`src/hw/rtl/sscg_pkg.sv`:
```
// ----------------------------------------------------------------------------
// sscg_pkg - shared types and constants for the settings commit guard
// Slot layout, field widths, command/status/link codes and the register file
// layout used by the top level and the commit checker.
// ----------------------------------------------------------------------------
package sscg_pkg;

  // Slot layout
  localparam int SLOT_COUNT  = 8;
  localparam int ADDR_SLOT   = 0;
  localparam int SPEED_SLOT  = 1;
  localparam int PARITY_SLOT = 2;
  localparam int MAX_SLOTS   = 16;
  localparam int SLOT_W      = (SLOT_COUNT > 1) ? $clog2(SLOT_COUNT) : 1;

  // Array index of each checked slot; folded into range, only meaningful
  // when the slot exists (its dirty bit is zero otherwise)
  localparam logic [SLOT_W-1:0] ADDR_IDX   = SLOT_W'(ADDR_SLOT % SLOT_COUNT);
  localparam logic [SLOT_W-1:0] SPEED_IDX  = SLOT_W'(SPEED_SLOT % SLOT_COUNT);
  localparam logic [SLOT_W-1:0] PARITY_IDX = SLOT_W'(PARITY_SLOT % SLOT_COUNT);

  // Field widths
  localparam int CMD_W      = 2;
  localparam int IDX_W      = 3;
  localparam int VAL_W      = 16;
  localparam int TIME_W     = 32;
  localparam int LINK_W     = 2;
  localparam int STATUS_W   = 3;
  localparam int CFG_IDX_W  = 3;
  localparam int CFG_DATA_W = 32;

  // Commands
  localparam logic [CMD_W-1:0] CMD_WRITE   = 2'd0;
  localparam logic [CMD_W-1:0] CMD_DISCARD = 2'd1;
  localparam logic [CMD_W-1:0] CMD_TICK    = 2'd2;
  localparam logic [CMD_W-1:0] CMD_COMMIT  = 2'd3;

  // Status codes
  localparam logic [STATUS_W-1:0] ST_IDLE        = 3'd0;
  localparam logic [STATUS_W-1:0] ST_STAGED      = 3'd1;
  localparam logic [STATUS_W-1:0] ST_COMMIT_OK   = 3'd2;
  localparam logic [STATUS_W-1:0] ST_REJ_RANGE   = 3'd3;
  localparam logic [STATUS_W-1:0] ST_REJ_LINK    = 3'd4;
  localparam logic [STATUS_W-1:0] ST_REJ_RUNNING = 3'd5;
  localparam logic [STATUS_W-1:0] ST_TIMEOUT     = 3'd6;

  // Arrival links
  localparam logic [LINK_W-1:0] LINK_SERIAL = 2'd1;
  localparam logic [LINK_W-1:0] LINK_ETHER  = 2'd2;

  // Register indexes
  localparam logic [CFG_IDX_W-1:0] REG_ADDR_MIN    = 3'd0;
  localparam logic [CFG_IDX_W-1:0] REG_ADDR_MAX    = 3'd1;
  localparam logic [CFG_IDX_W-1:0] REG_SPEED_MAX   = 3'd2;
  localparam logic [CFG_IDX_W-1:0] REG_PARITY_MAX  = 3'd3;
  localparam logic [CFG_IDX_W-1:0] REG_TIMEOUT_MS  = 3'd4;
  localparam logic [CFG_IDX_W-1:0] REG_SERIAL_MASK = 3'd5;
  localparam logic [CFG_IDX_W-1:0] REG_ETHER_MASK  = 3'd6;

  typedef struct packed {
    logic [VAL_W-1:0]  addr_min;
    logic [VAL_W-1:0]  addr_max;
    logic [VAL_W-1:0]  speed_max;
    logic [VAL_W-1:0]  parity_max;
    logic [TIME_W-1:0] timeout_ms;
    logic [VAL_W-1:0]  serial_mask;
    logic [VAL_W-1:0]  ether_mask;
  } cfg_regs_t;

  localparam cfg_regs_t CFG_RESET = '{
    addr_min:    16'd1,
    addr_max:    16'd247,
    speed_max:   16'd7,
    parity_max:  16'd2,
    timeout_ms:  32'd30000,
    serial_mask: 16'd7,
    ether_mask:  16'd248
  };

  typedef struct packed {
    logic [STATUS_W-1:0] status;
    logic                applied;
  } check_res_t;

  typedef struct packed {
    logic [STATUS_W-1:0] status;
    logic                applied;
    logic                dirty;
    logic [VAL_W-1:0]    value;
  } result_t;

endpackage

```
`src/hw/rtl/sscg_commit_check.sv`:
```
// ----------------------------------------------------------------------------
// sscg_commit_check - commit validation
// Range, same-link and running checks in priority order over the pending
// dirty set; gives the commit status and whether the commit applies.
// ----------------------------------------------------------------------------
module sscg_commit_check (
  input  sscg_pkg::cfg_regs_t                cfg_i,
  input  logic [sscg_pkg::SLOT_COUNT-1:0]    dirty_i,
  input  logic [sscg_pkg::VAL_W-1:0]         addr_val_i,
  input  logic [sscg_pkg::VAL_W-1:0]         speed_val_i,
  input  logic [sscg_pkg::VAL_W-1:0]         parity_val_i,
  input  logic [sscg_pkg::LINK_W-1:0]        link_i,
  input  logic                               running_i,
  output sscg_pkg::check_res_t               res_o
);

  logic [sscg_pkg::MAX_SLOTS-1:0] dirty_ext;
  logic                           addr_bad;
  logic                           speed_bad;
  logic                           parity_bad;
  logic                           link_bad;

  assign dirty_ext = sscg_pkg::MAX_SLOTS'(dirty_i);

  assign addr_bad   = dirty_ext[sscg_pkg::ADDR_SLOT] &&
                      ((addr_val_i < cfg_i.addr_min) || (addr_val_i > cfg_i.addr_max));
  assign speed_bad  = dirty_ext[sscg_pkg::SPEED_SLOT] && (speed_val_i > cfg_i.speed_max);
  assign parity_bad = dirty_ext[sscg_pkg::PARITY_SLOT] && (parity_val_i > cfg_i.parity_max);

  // mask bits above the slot count are ignored
  assign link_bad =
    ((link_i == sscg_pkg::LINK_SERIAL) &&
     (|(dirty_i & cfg_i.serial_mask[sscg_pkg::SLOT_COUNT-1:0]))) ||
    ((link_i == sscg_pkg::LINK_ETHER) &&
     (|(dirty_i & cfg_i.ether_mask[sscg_pkg::SLOT_COUNT-1:0])));

  always_comb begin
    res_o.applied = 1'b0;
    priority if (!(|dirty_i)) begin
      res_o.status = sscg_pkg::ST_COMMIT_OK;     // empty commit
    end else if (addr_bad || speed_bad || parity_bad) begin
      res_o.status = sscg_pkg::ST_REJ_RANGE;
    end else if (link_bad) begin
      res_o.status = sscg_pkg::ST_REJ_LINK;
    end else if (running_i) begin
      res_o.status = sscg_pkg::ST_REJ_RUNNING;
    end else begin
      res_o.status  = sscg_pkg::ST_COMMIT_OK;
      res_o.applied = 1'b1;
    end
  end

endmodule

```
`src/hw/rtl/staged_settings_commit_guard.sv`:
```
// ----------------------------------------------------------------------------
// staged_settings_commit_guard - shadow settings staging with guarded commit
// Holds staged slot values and dirty bits, expires them on timeout and
// validates commits against range, arrival link and machine state.
// ----------------------------------------------------------------------------
// Every input beat is one command (write, discard, tick, commit) and gives
// exactly one result beat. The command is decoded and the staging state
// updated in a single pass of short logic, with the result captured in the
// output register on the accepting edge (or in the skid buffer while the
// output is held); one beat can be taken every cycle while in_stall is low.
// A one-entry skid buffer behind the output register lets the block take
// the next beat while a result is held by out_stall; in_stall rises only
// when both are full. Staged values survive discard, timeout and commit;
// only the dirty bits clear. Registers are written through the cfg_ port at
// any time (cfg_ready is always high) and should only change while idle.
// ----------------------------------------------------------------------------
module staged_settings_commit_guard (
  input  logic                               clk,
  input  logic                               rst_n,
  // command channel
  input  logic                               in_valid,
  output logic                               in_stall,
  input  logic [sscg_pkg::CMD_W-1:0]         in_cmd,
  input  logic [sscg_pkg::IDX_W-1:0]         in_slot_index,
  input  logic [sscg_pkg::VAL_W-1:0]         in_write_value,
  input  logic [sscg_pkg::TIME_W-1:0]        in_now_ms,
  input  logic [sscg_pkg::LINK_W-1:0]        in_arrival_link,
  input  logic                               in_machine_running,
  // result channel
  output logic                               out_valid,
  input  logic                               out_stall,
  output logic [sscg_pkg::STATUS_W-1:0]      out_status,
  output logic                               out_commit_applied,
  output logic                               out_slot_dirty,
  output logic [sscg_pkg::VAL_W-1:0]         out_slot_value,
  // register write port
  input  logic                               cfg_valid,
  output logic                               cfg_ready,
  input  logic [sscg_pkg::CFG_IDX_W-1:0]     cfg_index,
  input  logic [sscg_pkg::CFG_DATA_W-1:0]    cfg_data
);

  // Register file
  sscg_pkg::cfg_regs_t cfg_r;

  // Staging state
  logic [sscg_pkg::VAL_W-1:0]      staged_r [sscg_pkg::SLOT_COUNT];
  logic [sscg_pkg::SLOT_COUNT-1:0] dirty_r;
  logic [sscg_pkg::SLOT_COUNT-1:0] dirty_nxt;
  logic [sscg_pkg::TIME_W-1:0]     last_r;
  logic [sscg_pkg::TIME_W-1:0]     last_nxt;
  logic [sscg_pkg::STATUS_W-1:0]   status_r;
  logic [sscg_pkg::STATUS_W-1:0]   status_nxt;

  // Output register and skid
  sscg_pkg::result_t out_r;
  sscg_pkg::result_t skid_r;
  sscg_pkg::result_t res_nxt;
  logic              out_valid_r;
  logic              skid_valid_r;

  logic                          accept;
  logic                          drain;
  logic                          slot_ok;
  logic                          wr_en;
  logic                          applied_nxt;
  logic [sscg_pkg::SLOT_W-1:0]   slot_sel;
  logic [sscg_pkg::TIME_W-1:0]   elapsed;
  sscg_pkg::check_res_t          chk;

  assign cfg_ready = 1'b1;
  assign in_stall  = skid_valid_r;
  assign accept    = in_valid && !in_stall;
  assign drain     = out_valid_r && !out_stall;

  // Indexes past the last slot are ignored on write and read back as zero
  assign slot_ok  = int'(in_slot_index) < sscg_pkg::SLOT_COUNT;
  assign slot_sel = sscg_pkg::SLOT_W'(in_slot_index);
  assign elapsed  = in_now_ms - last_r;   // wraps mod 2^32

  sscg_commit_check u_check (
    .cfg_i        (cfg_r),
    .dirty_i      (dirty_r),
    .addr_val_i   (staged_r[sscg_pkg::ADDR_IDX]),
    .speed_val_i  (staged_r[sscg_pkg::SPEED_IDX]),
    .parity_val_i (staged_r[sscg_pkg::PARITY_IDX]),
    .link_i       (in_arrival_link),
    .running_i    (in_machine_running),
    .res_o        (chk)
  );

  // Command decode: next staging state
  always_comb begin
    dirty_nxt   = dirty_r;
    last_nxt    = last_r;
    status_nxt  = status_r;
    wr_en       = 1'b0;
    applied_nxt = 1'b0;
    unique case (in_cmd)
      sscg_pkg::CMD_WRITE: begin
        if (slot_ok) begin
          wr_en      = 1'b1;
          dirty_nxt  = dirty_r | (sscg_pkg::SLOT_COUNT'(1) << slot_sel);
          last_nxt   = in_now_ms;
          status_nxt = sscg_pkg::ST_STAGED;
        end
      end
      sscg_pkg::CMD_DISCARD: begin
        dirty_nxt  = '0;
        status_nxt = sscg_pkg::ST_IDLE;
      end
      sscg_pkg::CMD_TICK: begin
        // expiry only while something is pending
        if ((|dirty_r) && (elapsed >= cfg_r.timeout_ms)) begin
          dirty_nxt  = '0;
          status_nxt = sscg_pkg::ST_TIMEOUT;
        end
      end
      sscg_pkg::CMD_COMMIT: begin
        status_nxt  = chk.status;
        applied_nxt = chk.applied;
        if (chk.applied) begin
          dirty_nxt = '0;
        end
      end
      default: begin
      end
    endcase
  end

  // Result beat reflects state after this command
  always_comb begin
    res_nxt.status  = status_nxt;
    res_nxt.applied = applied_nxt;
    res_nxt.dirty   = slot_ok && dirty_nxt[slot_sel];
    if (!slot_ok) begin
      res_nxt.value = '0;
    end else if (wr_en) begin
      res_nxt.value = in_write_value;
    end else begin
      res_nxt.value = staged_r[slot_sel];
    end
  end

  // Register file writes; indexes past the list are dropped
  always_ff @(posedge clk) begin
    if (!rst_n) begin
      cfg_r <= sscg_pkg::CFG_RESET;
    end else if (cfg_valid && cfg_ready) begin
      case (cfg_index)
        sscg_pkg::REG_ADDR_MIN:    cfg_r.addr_min    <= cfg_data[sscg_pkg::VAL_W-1:0];
        sscg_pkg::REG_ADDR_MAX:    cfg_r.addr_max    <= cfg_data[sscg_pkg::VAL_W-1:0];
        sscg_pkg::REG_SPEED_MAX:   cfg_r.speed_max   <= cfg_data[sscg_pkg::VAL_W-1:0];
        sscg_pkg::REG_PARITY_MAX:  cfg_r.parity_max  <= cfg_data[sscg_pkg::VAL_W-1:0];
        sscg_pkg::REG_TIMEOUT_MS:  cfg_r.timeout_ms  <= cfg_data[sscg_pkg::TIME_W-1:0];
        sscg_pkg::REG_SERIAL_MASK: cfg_r.serial_mask <= cfg_data[sscg_pkg::VAL_W-1:0];
        sscg_pkg::REG_ETHER_MASK:  cfg_r.ether_mask  <= cfg_data[sscg_pkg::VAL_W-1:0];
        default: begin
        end
      endcase
    end
  end

  // Staging state
  always_ff @(posedge clk) begin
    if (!rst_n) begin
      for (int i = 0; i < sscg_pkg::SLOT_COUNT; i++) begin
        staged_r[i] <= '0;
      end
      dirty_r  <= '0;
      last_r   <= '0;
      status_r <= sscg_pkg::ST_IDLE;
    end else if (accept) begin
      if (wr_en) begin
        staged_r[slot_sel] <= in_write_value;
      end
      dirty_r  <= dirty_nxt;
      last_r   <= last_nxt;
      status_r <= status_nxt;
    end
  end

  // Output register with skid: skid fills only when the output is held
  always_ff @(posedge clk) begin
    if (!rst_n) begin
      out_valid_r  <= 1'b0;
      skid_valid_r <= 1'b0;
    end else if (!out_valid_r || drain) begin
      if (skid_valid_r) begin
        out_r        <= skid_r;
        out_valid_r  <= 1'b1;
        skid_valid_r <= 1'b0;
      end else if (accept) begin
        out_r       <= res_nxt;
        out_valid_r <= 1'b1;
      end else begin
        out_valid_r <= 1'b0;
      end
    end else if (accept) begin
      skid_r       <= res_nxt;
      skid_valid_r <= 1'b1;
    end
  end

  assign out_valid          = out_valid_r;
  assign out_status         = out_r.status;
  assign out_commit_applied = out_r.applied;
  assign out_slot_dirty     = out_r.dirty;
  assign out_slot_value     = out_r.value;

  // Skid only ever holds a beat behind a full output register
  a_skid_behind_out: assert property (@(posedge clk) disable iff (!rst_n)
    skid_valid_r |-> out_valid_r)
    else $error("skid holds a beat with output register empty");

  // An applied commit leaves nothing pending
  a_commit_clears: assert property (@(posedge clk) disable iff (!rst_n)
    (accept && (in_cmd == sscg_pkg::CMD_COMMIT) && chk.applied) |=> (dirty_r == '0))
    else $error("dirty bits survive an applied commit");

  // Applied is only reported with a commit-ok status
  a_applied_ok: assert property (@(posedge clk) disable iff (!rst_n)
    (out_valid_r && out_r.applied) |-> (out_r.status == sscg_pkg::ST_COMMIT_OK))
    else $error("commit applied reported with a reject status");

  // An in-range write leaves the block staged with that slot dirty
  a_write_stages: assert property (@(posedge clk) disable iff (!rst_n)
    (accept && (in_cmd == sscg_pkg::CMD_WRITE) && slot_ok) |=>
      ((status_r == sscg_pkg::ST_STAGED) && (dirty_r != '0)))
    else $error("write did not stage");

endmodule

```
`config.mk`:
```
export PLATFORM = sky130hd
export DESIGN_NAME = staged_settings_commit_guard
export DESIGN_NICKNAME = d
export VERILOG_FILES = /design/src/hw/rtl/sscg_pkg.sv /design/src/hw/rtl/sscg_commit_check.sv /design/src/hw/rtl/staged_settings_commit_guard.sv
export SDC_FILE = /design/constraint.sdc
export NUM_CORES = 1
export LEC_CHECK = 0
export BUFFER_PORTS_ARGS = -buffer_cell sky130_fd_sc_hd__buf_2
export CORE_MARGIN = 2
export CORE_UTILIZATION = 30
export DETAILED_ROUTE_END_ITERATION = 10
export RECOVER_POWER = 50
export SYNTH_ARGS = -nofsm -noshare
export SYNTH_HDL_FRONTEND = slang
export SYNTH_SLANG_ARGS = --single-unit
export TNS_END_PERCENT = 20
```
`constraint.sdc`:
```
create_clock -name clk -period 5.2 [get_ports clk]
set_input_delay 1.04 -clock clk [delete_from_list [all_inputs] [get_ports clk]]
set_output_delay 1.04 -clock clk [all_outputs]
set_load 0.05 [all_outputs]
```
==> results of run 1 <==
[routing by layer]
layer,wire length [um],part of all wire,vias up
li1,-,-,6550
met5,73,0.0015,-
met3,2300,0.049,82
met4,1160,0.024,12
met1,20600,0.43,6427
met2,23300,0.49,279
[synthesized netlist by cell type (31+ instances only)]
master and count:
o21ai_0 41, nor2_1 58, ha_1 126, and2_1 132
nand3_1 31, dfxtp_1 157, a21boi_0 75, edfxtp_1 170
inv_1 145, mux4_2 34, a21oi_1 108, nand2_1 326
clkbuf_1 61
[stage by stage]
step,hold slack [ps],instance area [sq um],TNS [ps],power (W),utilization
floorplan,436,17500,0,0.00347,-
global placement,442,19400,-4910,0.00378,0.336
detailed placement,447,19400,-4800,0.00380,0.336
CTS,455,20700,0,0.00662,0.358
global route,473,20600,0,0.00681,0.357
finish,453,20600,0,0.00653,0.357
[cell families after synthesis]
group / after synthesis / share of synthesized area
multiplexers: 68 / 0.0646
adder cells (fa/ha/maj): 127 / 0.0914
flip-flops: 327 / 0.472
XOR/XNOR: 20 / 0.0100
AO/OA/AOI/OAI: 365 / 0.140
AND/OR/NAND/NOR: 644 / 0.174
buffers and inverters: 219 / 0.0478
other: 1 / 0.000215
[registers in the layout, summed over array words and instances, names as in the netlist, 3 cells and up]
| signal | cells |
|---|---|
| staged_r | 128 |
| cfg_r | 112 |
| last_r | 32 |
| skid_r | 21 |
| out_slot_value | 16 |
| dirty_r | 8 |
| out_status | 3 |
| status_r | 3 |
[worst max-delay path, cell delays in order]
cell and delay, ps:
buf_2 110, ha_1 270, nor2b_1 140, o31a_1 270
o31ai_2 320, and4b_1 260, nor2_1 90, a2111o_1 460
a2111o_1 410, o211ai_2 90, ha_1 260, nand4_1 140
nor3_1 70, a211oi_1 210, a31oi_1 150, or3_1 390
buf_4 150, or3_1 290, o211a_1 120
[power groups by stage]
stage / Clock (W) / Sequential (W) / Combinational (W)
2_1_floorplan: 0 / 0.00294 / 0.000528
3_3_place_gp: 0 / 0.00292 / 0.000852
3_5_place_dp: 0 / 0.00293 / 0.000871
4_1_cts: 0.00287 / 0.00287 / 0.000876
5_1_grt: 0.00296 / 0.00288 / 0.000968
6_report: 0.00280 / 0.00287 / 0.000863
[worst paths after layout]
check                            end                    from
max          out_status[2]$_DFFE_PP_            in_now_ms[1]
min           cfg_r[35]$_SDFFE_PN0P_  cfg_r[35]$_SDFFE_PN0P_
max reg2reg  out_status[2]$_DFFE_PP_  last_r[1]$_SDFFE_PN0P_
min reg2reg   cfg_r[35]$_SDFFE_PN0P_  cfg_r[35]$_SDFFE_PN0P_
[what timing repair did]
action	4_1_cts	5_1_grt
resized for setup	0	1
hold endpoints to repair	0	0
hold buffers	0	0
buffers inserted	0	0
endpoints found under the setup margin	0	14
[final cells by class]
cell class / count / area share
Clock inverter: 24 / 0.0135
Antenna cell: 1 / 0.000122
Multi-Input combinational cell: 1225 / 0.408
Clock buffer: 46 / 0.0501
Inverter: 148 / 0.0270
Timing Repair Buffer: 198 / 0.0546
Tap cell: 765 / 0.0465
Sequential cell: 327 / 0.400
==> out/qor.csv, run 1 <==
metric,value,unit
outcome,"finished, violations left",
violations,"capacitance limit, slew limit",
cts_buffers,39,
viasPerCell,4.88,
synth.top_cells.by_area,"edfxtp_1, dfxtp_1, ha_1",
yosysSeqAreaShare,0.472,
drive_gt1_frac,0.151,
vias,13400,
hold_path_class,reg2reg,
area_growth,17.9,%
syn-num-nets,1994,
layout_commonest_cell,nand2_1,
grt-ovfl-total,0,
synth-seq-cells,327,
switching_share,0.261,
die_y,245,um
worst-path-max-fanout,3,
skew,29.2,ps
ff2ff_path_depth,19,
setup_viol,0,
cp-end-kind,register,
core_area,57700,sq um
max_freq,203,MHz
ys.warnings.count,0,
gp_congestion,0.876,
dr.first_iter.drc_count,712,
grt_pass1_wl,73800,um
nets,2162,
fin_ws,285,ps
fill_cells,5850,
fin_crit,4910,ps
rows,88,
synth_top_cell_by_area,edfxtp_1,
path_clk_slew,60,ps
htree_levels,2,
p_seq_frac,0.440,
p_per_area,317,nW/um^2
grt_usage,0.157,
synth.top_cell.area_share,0.292,
switchingPower,0.00171,W
route.detailed.drc,0,
clock_path_buffers,3,
synth_area_per_cell,9.87,sq um
finalHoldViolations,0,
place_inst,2663,
synth.distinct_cells,74,
fp.dieW,245,um
grt_use_met3,0.0300,
use_met1,0.196,
slew_headroom,-0.640,
worstMarginPinSlew,2460,ps
ff2ff_setup_slack,510,ps
wl,47400,um
async_flop_share,0,
cp.required,5530,ps
grt_pass1_vias,13300,
drv_cap,4,
post_drt_wl_per_cell,17.3,um
cts_tree,built,
grt_max_degree,77,
antenna_left,0,
synth_edf_count,170,
multi_input_area,8400,sq um
stdcell_count,2734,
p_comb_frac,0.132,
pre_cts_slack,-442,ps
synth_area,17500,sq um
clock_sinks,327,
insertion_delay,570,ps
grt_setup_unrepaired,no,
post-route-period-util,0.945,
setup.worst_path.start_class,input pin,
synth-main-ff-cell,edfxtp_1,
grt_busiest_layer,met2,
io_pins,120,
cts_root_buffer,clkbuf_16,
maxSlewViolCount,165,
antenna_found_initial,6,
fp.dieArea,60200,sq um
vdd_drop_max,0.239,mV
pwr-share-clk,0.428,
critPathKind,in2reg,
io_buffers,118,
p_leak,7.67,nW
p_int,0.00483,W
synthCells,1771,
met2_usage,0.275,
mostFrequentLayoutCells,"nand2_1, edfxtp_1, dfxtp_1",
cp.arrival,5240,ps
start_util,0.303,
first_pass_iters,5,
ff_latch_area,8250,sq um
worstHoldPathCells,2,
dp_hpwl,34500,um
Power figures use the tool's default switching activity.
==> run 2, diff against run 1 <==
ABC_AREA = 1   (was not set)
MAX_ROUTING_LAYER = met4   (was not set)
==> run 2 against run 1 <==
- register-to-register slack worse by 210 ps
- core utilization down 0.88 points
- sequential cell count unchanged
- the run still ends with capacitance limit, slew limit left
- synthesized area down 3.0%
- routed wire length down 0.92%
- non-clock buffer count down 58
- clock-buffer cell count up 11
- critical path type is now reg2reg
- clock skew down 1.1 ps
- first-iteration DRC count up 46%
- cell count up 3.7%
- global-route usage up 0.67 points
==> out/qor.csv, run 2 <==
metric,value,unit
outcome,"finished, violations left",
violations,"capacitance limit, slew limit",
skew,28.1,ps
worstHoldEndpoint,cfg_r[18]$_SDFFE_PN1P_,
synth_fa_ha_area_frac,0.0941,
grt_max_degree,91,
wl,46900,um
die_y,242,um
drv_cap,1,
dp_hpwl,33600,um
yosys.area_share.simple,0.162,
cp.arrival,5080,ps
synthCells,1947,
synth.top_cell.area_share,0.301,
top_register,staged_r,
rows,87,
slew_headroom,-1.06,
p_seq_frac,0.438,
synth.distinct_cells,53,
fin_crit,4900,ps
route.detailed.drc,0,
final_util,0.348,
place_area,18400,sq um
htree_levels,2,
cts_buffers,38,
setup.worst_path.start_class,register,
io_buffers,118,
worst-path-max-fanout,23,
syn-num-nets,2170,
path_clk_slew,50,ps
grt_usage,0.164,
r2r-start,in_stall$_SDFFE_PP0P_,
synth.area.mux_share,0,
nets,2273,
synth_area,17000,sq um
max_freq,204,MHz
multi_input_area,7430,sq um
vias,13700,
p_per_area,333,nW/um^2
grt_setup_unrepaired,no,
final_area,19600,sq um
core_area,56200,sq um
clock_sinks,327,
critPathKind,reg2reg,
layout_commonest_cell,nand2_1,
switchingPower,0.00180,W
area_growth,15.3,%
synth_top_cell_by_area,edfxtp_1,
cts_hold_buf,0,
viasPerCell,4.83,
largest_register_ffs,128,
worstHoldPathCells,2,
ff2ff_setup_slack,300,ps
r2r_end,staged_r[1][1]$_SDFFCE_PN0P_,
synth_xor_area_frac,0.0145,
synth.top_cells.by_area,"edfxtp_1, dfxtp_1, ha_1",
p_leak,8.18,nW
fp.dieArea,58400,sq um
setup_viol,0,
synth-seq-cells,327,
grt_pass1_vias,13500,
ff_latch_area,8250,sq um
gp_congestion,0.881,
largestRegisters,"staged_r x128, cfg_r x112, last_r x32",
yosysSeqAreaShare,0.486,
fp.dieW,242,um
synth_area_per_cell,8.71,sq um
dr.first_iter.drc_count,1038,
p_int,0.00470,W
mostFrequentLayoutCells,"nand2_1, inv_1, nor2_1",
post-route-period-util,0.943,
ys.warnings.count,0,
synth_edf_count,170,
grt_pass1_wl,74100,um
io_pins,120,
grt-ovfl-total,0,
cp.required,5380,ps
maxSlewViolCount,71,
async_flop_share,0,
synth_top_family_by_area,compound AO/OA/AOI/OAI gates,
first_pass_iters,5,
synth-main-ff-cell,edfxtp_1,
hold_path_class,reg2reg,
power,0.00651,W
switching_share,0.277,
vdd_drop_max,0.193,mV
insertion_delay,580,ps
cp-end-kind,register,
finalHoldViolations,0,
worstMarginPinSlew,3090,ps
antenna_found_initial,1,
cts_root_buffer,clkbuf_16,
post_drt_wl_per_cell,16.6,um
start_util,0.302,
ff2ff_path_depth,7,
cts_tree,built,
fill_cells,5806,
pwr-share-clk,0.415,
synth.most_common_cell,nand2_1,
worst_hold_startpoint,cfg_r[18]$_SDFFE_PN1P_,
synth_compound_area_frac,0.168,
clock_path_buffers,3,
antenna_left,0,
p_comb_frac,0.146,
synth_common_cells,"nand2_1, inv_1, nor2_1",
drive_gt1_frac,0.106,
## run 2: what timing repair did
| action | in CTS | in global routing |
|---|---|---|
| buffers inserted | 0 | 0 |
| gates resized for setup | 0 | 1 |
| setup endpoints to repair | 0 | 2 |
## run 2: worst max-delay path: stages, from the launching register on
cell      delay (ps)
dfxtp_1          580
inv_2            460
nand2_1          330
nor2_1           630
clkinv_1         220
nor2_1           810
nand3_2          630
nand2_1          840
## run 2: cells by family (layout without fill, tap and decap cells)
logic type / after synthesis / after routing
adders and majority gates: 127 / 127
other: 1 / 2
AOI/OAI and AO/OA: 485 / 485
xor gates and xnor gates: 28 / 28
and+or+nand+nor: 647 / 647
buffers and inverters: 332 / 462
DFF: 327 / 327
## run 2: final cells by class
cell class	count	share of cell area
clock buffers	57	0.0559
diodes	1	0.000128
multi-input cells	1288	0.380
flip-flops and latches	327	0.422
inverters	255	0.0489
clock inverters	10	0.00883
well taps	756	0.0484
repair buffers	140	0.0359
## run 2: power by group through the flow
| stage | registers [W] | clock network (W) | logic [W] |
|---|---|---|---|
| floorplan | 0.00293 | 0 | 0.000635 |
| global placement | 0.00290 | 0 | 0.000934 |
| detailed placement | 0.00291 | 0 | 0.000956 |
| CTS | 0.00285 | 0.00276 | 0.000963 |
| global route | 0.00286 | 0.00286 | 0.00108 |
| finish | 0.00285 | 0.00270 | 0.000953 |
## run 2: worst max-delay path by stage
| stage | startpoint | to | slack [ps] | depth (start not counted) |
|---|---|---|---|---|
| floorplan | in_now_ms[0] | skid_r[16]$_DFFE_PP_ | 510 | 34 |
| global placement | in_now_ms[0] | skid_r[16]$_DFFE_PP_ | -60 | 34 |
| detailed placement | in_now_ms[0] | skid_r[16]$_DFFE_PP_ | -170 | 34 |
| CTS | in_now_ms[0] | skid_r[16]$_DFFE_PP_ | 420 | 34 |
| global route | in_now_ms[0] | out_slot_dirty$_DFFE_PP_ | 5 | 35 |
| finish | in_stall$_SDFFE_PP0P_ | staged_r[1][1]$_SDFFCE_PN0P_ | 300 | 7 |
## run 2: stage by stage
| stage | hold WS [ps] | TNS, ps | setup WS [ps] | instances |
|---|---|---|---|---|
| 2_1_floorplan | 429 | 0 | 511 | 1947 |
| 3_3_place_gp | 442 | -121 | -64.8 | 2766 |
| 3_5_place_dp | 449 | -322 | -167 | 2766 |
| 4_1_cts | 461 | 0 | 420 | 2833 |
| 5_1_grt | 473 | 0 | 4.95 | 2833 |
| 6_report | 458 | 0 | 296 | 2834 |
## run 2: per-layer routing
layer | wire length [um] | vias up | GRT usage
met5 | 0 | - | -
met4 | 1290 | 0 | 0.0483
met3 | 2290 | 75 | 0.0266
met2 | 22500 | 346 | 0.274
met1 | 20900 | 6472 | 0.204
li1 | - | 6788 | -
